$ cat config.mk
export PLATFORM = sky130hd
export DESIGN_NAME = bba_word_scan
export DESIGN_NICKNAME = d
export VERILOG_FILES = /design/src/sv/bitmap_block_allocator_core_assert.svh /design/src/sv/bba_pkg.sv /design/src/sv/bba_word_scan.sv
export SDC_FILE = /design/constraint.sdc
export NUM_CORES = 1
export LEC_CHECK = 0
export BUFFER_PORTS_ARGS = -buffer_cell sky130_fd_sc_hd__clkbuf_2
export CORE_ASPECT_RATIO = 1.4
export CORE_MARGIN = 2
export CORE_UTILIZATION = 30
export DETAILED_ROUTE_END_ITERATION = 10
export GPL_TIMING_DRIVEN = 0
export RECOVER_POWER = 50
export SETUP_SLACK_MARGIN = 0.15
export SLEW_MARGIN = 20
export SYNTH_ARGS = -nofsm -noshare
export SYNTH_HDL_FRONTEND = slang
export SYNTH_SLANG_ARGS = --single-unit
$ cat constraint.sdc
create_clock -name vclk -period 7.3
set_input_delay 2.19 -clock vclk [all_inputs]
set_output_delay 2.19 -clock vclk [all_outputs]
set_load 0.01 [all_outputs]
$ cat src/sv/bitmap_block_allocator_core_assert.svh
// ----------------------------------------------------------------------------
// Bitmap block allocator: assertion macros
// Concurrent checks clocked on clk and disabled while rst_n is low.
// ----------------------------------------------------------------------------
`ifndef BITMAP_BLOCK_ALLOCATOR_CORE_ASSERT_SVH
`define BITMAP_BLOCK_ALLOCATOR_CORE_ASSERT_SVH

// Same-cycle implication
`define BBA_ASSERT_NOW(lbl, ante, cons) \
  lbl: assert property (@(posedge clk) disable iff (!rst_n) (ante) |-> (cons)) \
    else $error("bitmap allocator check failed");

// Next-cycle implication
`define BBA_ASSERT_NEXT(lbl, ante, cons) \
  lbl: assert property (@(posedge clk) disable iff (!rst_n) (ante) |=> (cons)) \
    else $error("bitmap allocator check failed");

`endif

$ cat src/sv/bba_pkg.sv
`timescale 1ns / 1ps
// ----------------------------------------------------------------------------
// Bitmap block allocator package
// Shared widths, codes and the word scan request/result types.
// ----------------------------------------------------------------------------
package bba_pkg;

  // Bitmap word geometry
  localparam int WORD_W  = 32;
  localparam int WORD_LG = 5;

  // Field widths
  localparam int CFG_W     = 13;
  localparam int CFG_IDX_W = 1;
  localparam int BLK_W     = 12;
  localparam int STAT_W    = 2;

  // Configuration register indexes
  localparam logic [CFG_IDX_W-1:0] CFG_FIRST_DATA_BLOCK = 1'b0;
  localparam logic [CFG_IDX_W-1:0] CFG_BLOCK_LIMIT      = 1'b1;

  // Request kinds
  localparam logic KIND_ALLOC = 1'b0;
  localparam logic KIND_FREE  = 1'b1;

  // Result status codes
  localparam logic [STAT_W-1:0] STATUS_OK      = 2'd0;
  localparam logic [STAT_W-1:0] STATUS_NOSPACE = 2'd1;
  localparam logic [STAT_W-1:0] STATUS_RANGE   = 2'd2;

  // One word handed to the scan unit, with optional edge trims
  typedef struct packed {
    logic [WORD_W-1:0]  word;
    logic               lo_en;
    logic [WORD_LG-1:0] lo_bit;
    logic               hi_en;
    logic [WORD_LG-1:0] hi_bit;
  } scan_req_t;

  // Lowest free bit in range and the word with that bit taken
  typedef struct packed {
    logic               found;
    logic [WORD_LG-1:0] bit_idx;
    logic [WORD_W-1:0]  cleared;
  } scan_res_t;

endpackage

$ cat src/sv/bba_word_scan.sv
`timescale 1ns / 1ps
// ----------------------------------------------------------------------------
// Bitmap word scan unit
// Trims one bitmap word to the scan window and finds its lowest free bit.
// ----------------------------------------------------------------------------
module bba_word_scan (
  input  bba_pkg::scan_req_t req,
  output bba_pkg::scan_res_t res
);

  logic [bba_pkg::WORD_W-1:0]  lo_mask;
  logic [bba_pkg::WORD_W-1:0]  hi_mask;
  logic [bba_pkg::WORD_W-1:0]  masked;
  logic [bba_pkg::WORD_LG-1:0] idx;

  // Window trims at the first and last word of the range
  assign lo_mask = req.lo_en ? ({bba_pkg::WORD_W{1'b1}} << req.lo_bit)
                             : {bba_pkg::WORD_W{1'b1}};
  assign hi_mask = req.hi_en
                 ? ({bba_pkg::WORD_W{1'b1}} >>
                    (bba_pkg::WORD_LG'(bba_pkg::WORD_W - 1) - req.hi_bit))
                 : {bba_pkg::WORD_W{1'b1}};
  assign masked  = req.word & lo_mask & hi_mask;

  // Lowest set bit wins
  always_comb begin
    idx = '0;
    for (int i = bba_pkg::WORD_W - 1; i >= 0; i--) begin
      if (masked[i]) begin
        idx = bba_pkg::WORD_LG'(i);
      end
    end
  end

  assign res.found   = |masked;
  assign res.bit_idx = idx;
  assign res.cleared = req.word & ~(bba_pkg::WORD_W'(1) << idx);

endmodule

# == After elaboration in Yosys (flattened, before gate mapping) ==
# Cells that the tools add are included.
# word_totals
inputBits,44
word_cells,43
register_bits,0
output_inout_bits,38
# classes
reduce_logical,1
bitwise,4
n_addsub,1
mux,34
n_shift,3
# op_table
cell,n
$mux W5,32
$and A32 B32 Y32,3
$mux W32,2
$not A32 Y32,1
$reduce_or A32 Y1,1
$shl A1 B5 Y32 const A,1
$shl A32 B5 Y32 const A,1
$shr A32 B5 Y32 const A,1
$sub A5 B5 Y5 const A,1

# == Longest topological paths before layout ==
# logic_depth
ltp_word,39
mapped_depth,12
depth_no_buf,9

# == Least setup slack after synthesis ==
# Ideal clock, no wire load.
# synth_path
path_type,input port to output port
startpoint,input port req[4] in the netlist's numbering
endpoint,output port res[16] in the netlist's numbering
required_ps,5110
slack_ps,709
cell_stages,9
arrival_time_ps,4401
path_cell_list,buf_6 or4b_4 a22oi_2 o221ai_2 or3_1 o221ai_1 a311o_2 nand3_2 o31a_1
# synth_lines
element,line_no,text
start: declaration,bba_word_scan.sv:7,"input bba_pkg::scan_req_t req,"
end: declaration,bba_word_scan.sv:8,output bba_pkg::scan_res_t res

==> results.toml <==
[detailed_routing]
firstDrtPassIters = 5
wl_per_cell_um = 20.22
wl_um = 8816
drt_iter0_markers = 278
vias = 2807
antenna_left = 0
via_per_inst = 6.438
drc = 0

[yosys]
yosysWarnings = 0
netlist-cell-type-count = 70
syn_area_per_cell_um2 = 6.745
synth_top_cell_area_share_pct = 10.06
yosys.area.top_type = "o31a_1"
synthCells = 284
syn_nets = 328
syn_area_um2 = 1916
synth_seq_area_share_pct = 0
netlist_top_cells_area = "o31a_1, o21a_1, nand2_1"

[cells_and_area]
final_common_cell = "clkbuf_2"
n_antenna_cell = 0
final.fill_count = 700
nets = 410
fin_util_pct = 40.07
layout_common_cells = "clkbuf_2, nand2_1, o31a_1, o21a_1, nor2_1"
seq_area_um2 = 0
finalInstanceArea_um2 = 2489
design.seq.count = 0
nClkBuffers = 0
area_delta_synth_final_pct = 29.92
drive_gt1_share_pct = 36.54

[sta]
fin_crit_sh_pct = 96.87
worstMarginPinSlew_ns = 0.5081
max_slew_margin_pct = 66.13
postLayoutSetupSlackWorst_ns = 0.2283
hold_viol_final = 0
max_freq_ghz = 0.1414
hold_slack_ns = 4.674
layout_min_cycle_time_ns = 7.072
final-setup-viol-count = 0
slew_viol_final = 0
grt_setup_unrepaired = "yes"
fin_setup_tns_ns = 0

[placed_design]
dp_slack_ns = 0.05980
dpl.hpwl_um = 7169
postPlaceCellArea_um2 = 2391
portBuffers = 77
finalWeightedCongestion = 1.041

[global_routing]
antenna_found_initial = 0
grt_first_pass_wirelength_um = 13410
grt_pass1_vias = 2648
grt-ovfl-total = 0
grt_max_degree = 11
grt_util_all_layers_pct = 23.60

[worst_setup_path]
cp.required_ns = 5.11
crit_family = "compound AO/OA/AOI/OAI gates"
path_cells = "clkbuf_2 -> clkbuf_4 -> and2_0 -> o2111ai_1 -> a32o_1 -> a211oi_2 -> o221ai_1 -> a311o_2 -> inv_4 -> o21ai_4 -> o31a_1 -> clkbuf_2"
critical-path-slowest-cell = "a311o_2"
crit_buf_inv = 4
cpPeakStageDelay_ns = 0.46
path_max_fanout = 10
crit_path_frequent_cell = "clkbuf_2"
worstSetupPathType = "primary input to output pin"
worstSetupEndpointType = "output pin"
worst-endpoint-arrival_ns = 4.88
start_kind = "primary input"

[pwr]
p_per_area_nw_per_um2 = 81.36
p_leak_uw = 0.001026
peakVddDrop_mv = 0.03812

[floorplan]
initial_core_util_pct = 30.84
die_area_um2 = 7050
die_width_um = 71.54
die_h_um = 98.55
fp.coreArea_um2 = 6211
num_rows = 34
ios = 82

[clock_network]
hold_buffers = 0

[run]
maxCapViolations = 0

[run_status]
outcome = "complete, no violations"

[min_path]
hold_class = "primary input to output pin"
-- Yosys cell counts (all sizes together), types with 8 or more instances --
cell type / number
nand2: 25
o31a: 22
o21ai: 19
buf: 17
o21a: 16
nor2: 15
nand3: 12
a21oi: 11
inv: 11
o221ai: 9
a31oi: 8
nand2b: 8
o211ai: 8
-- metrics by stage --
step                      power (uW)  cells
after CTS                      189.2    433
after global placement         187.3    433
after floorplan                122.2    284
after detailed placement       188.1    433
after global routing           216.0    436
final                          202.5    436
-- cell type report --
type               count  area (um^2)  area share (%)
inverters             12        53.80           2.162
well taps             72        90.09           3.620
repair buffers        80        402.9           16.19
plain buffers         22        127.6           5.128
multi-input cells    250         1814           72.90
-- metal layers --
layer	GRT usage, %	share of wire, %
met4	10.16	4.3
met5	0	0
met3	1.431	7.0
met2	41.38	50
met1	29.26	39
-- cell families after synthesis --
family / synth area share [%]
compound gates: 61.40
simple gates: 30.18
buf+inv: 8.426
-- worst paths after layout --
path / to / start / cells after the start
setup / recovery: res[15] / req[1] / 12
hold / removal: res[6] / req[18] / 3
-- power breakdown --
part,switching (uW),total (uW),internal (uW)
Sequential,0,0,0
Combinational,127,202,75.6
Clock,0,0,0
-- what timing repair did --
item,4_1_cts,5_1_grt
setup endpoints to repair,12,30
setup buffers,0,3
resized for setup,4,26
pin swaps,1,4
No activity file was read; power rests on OpenSTA's default activity.
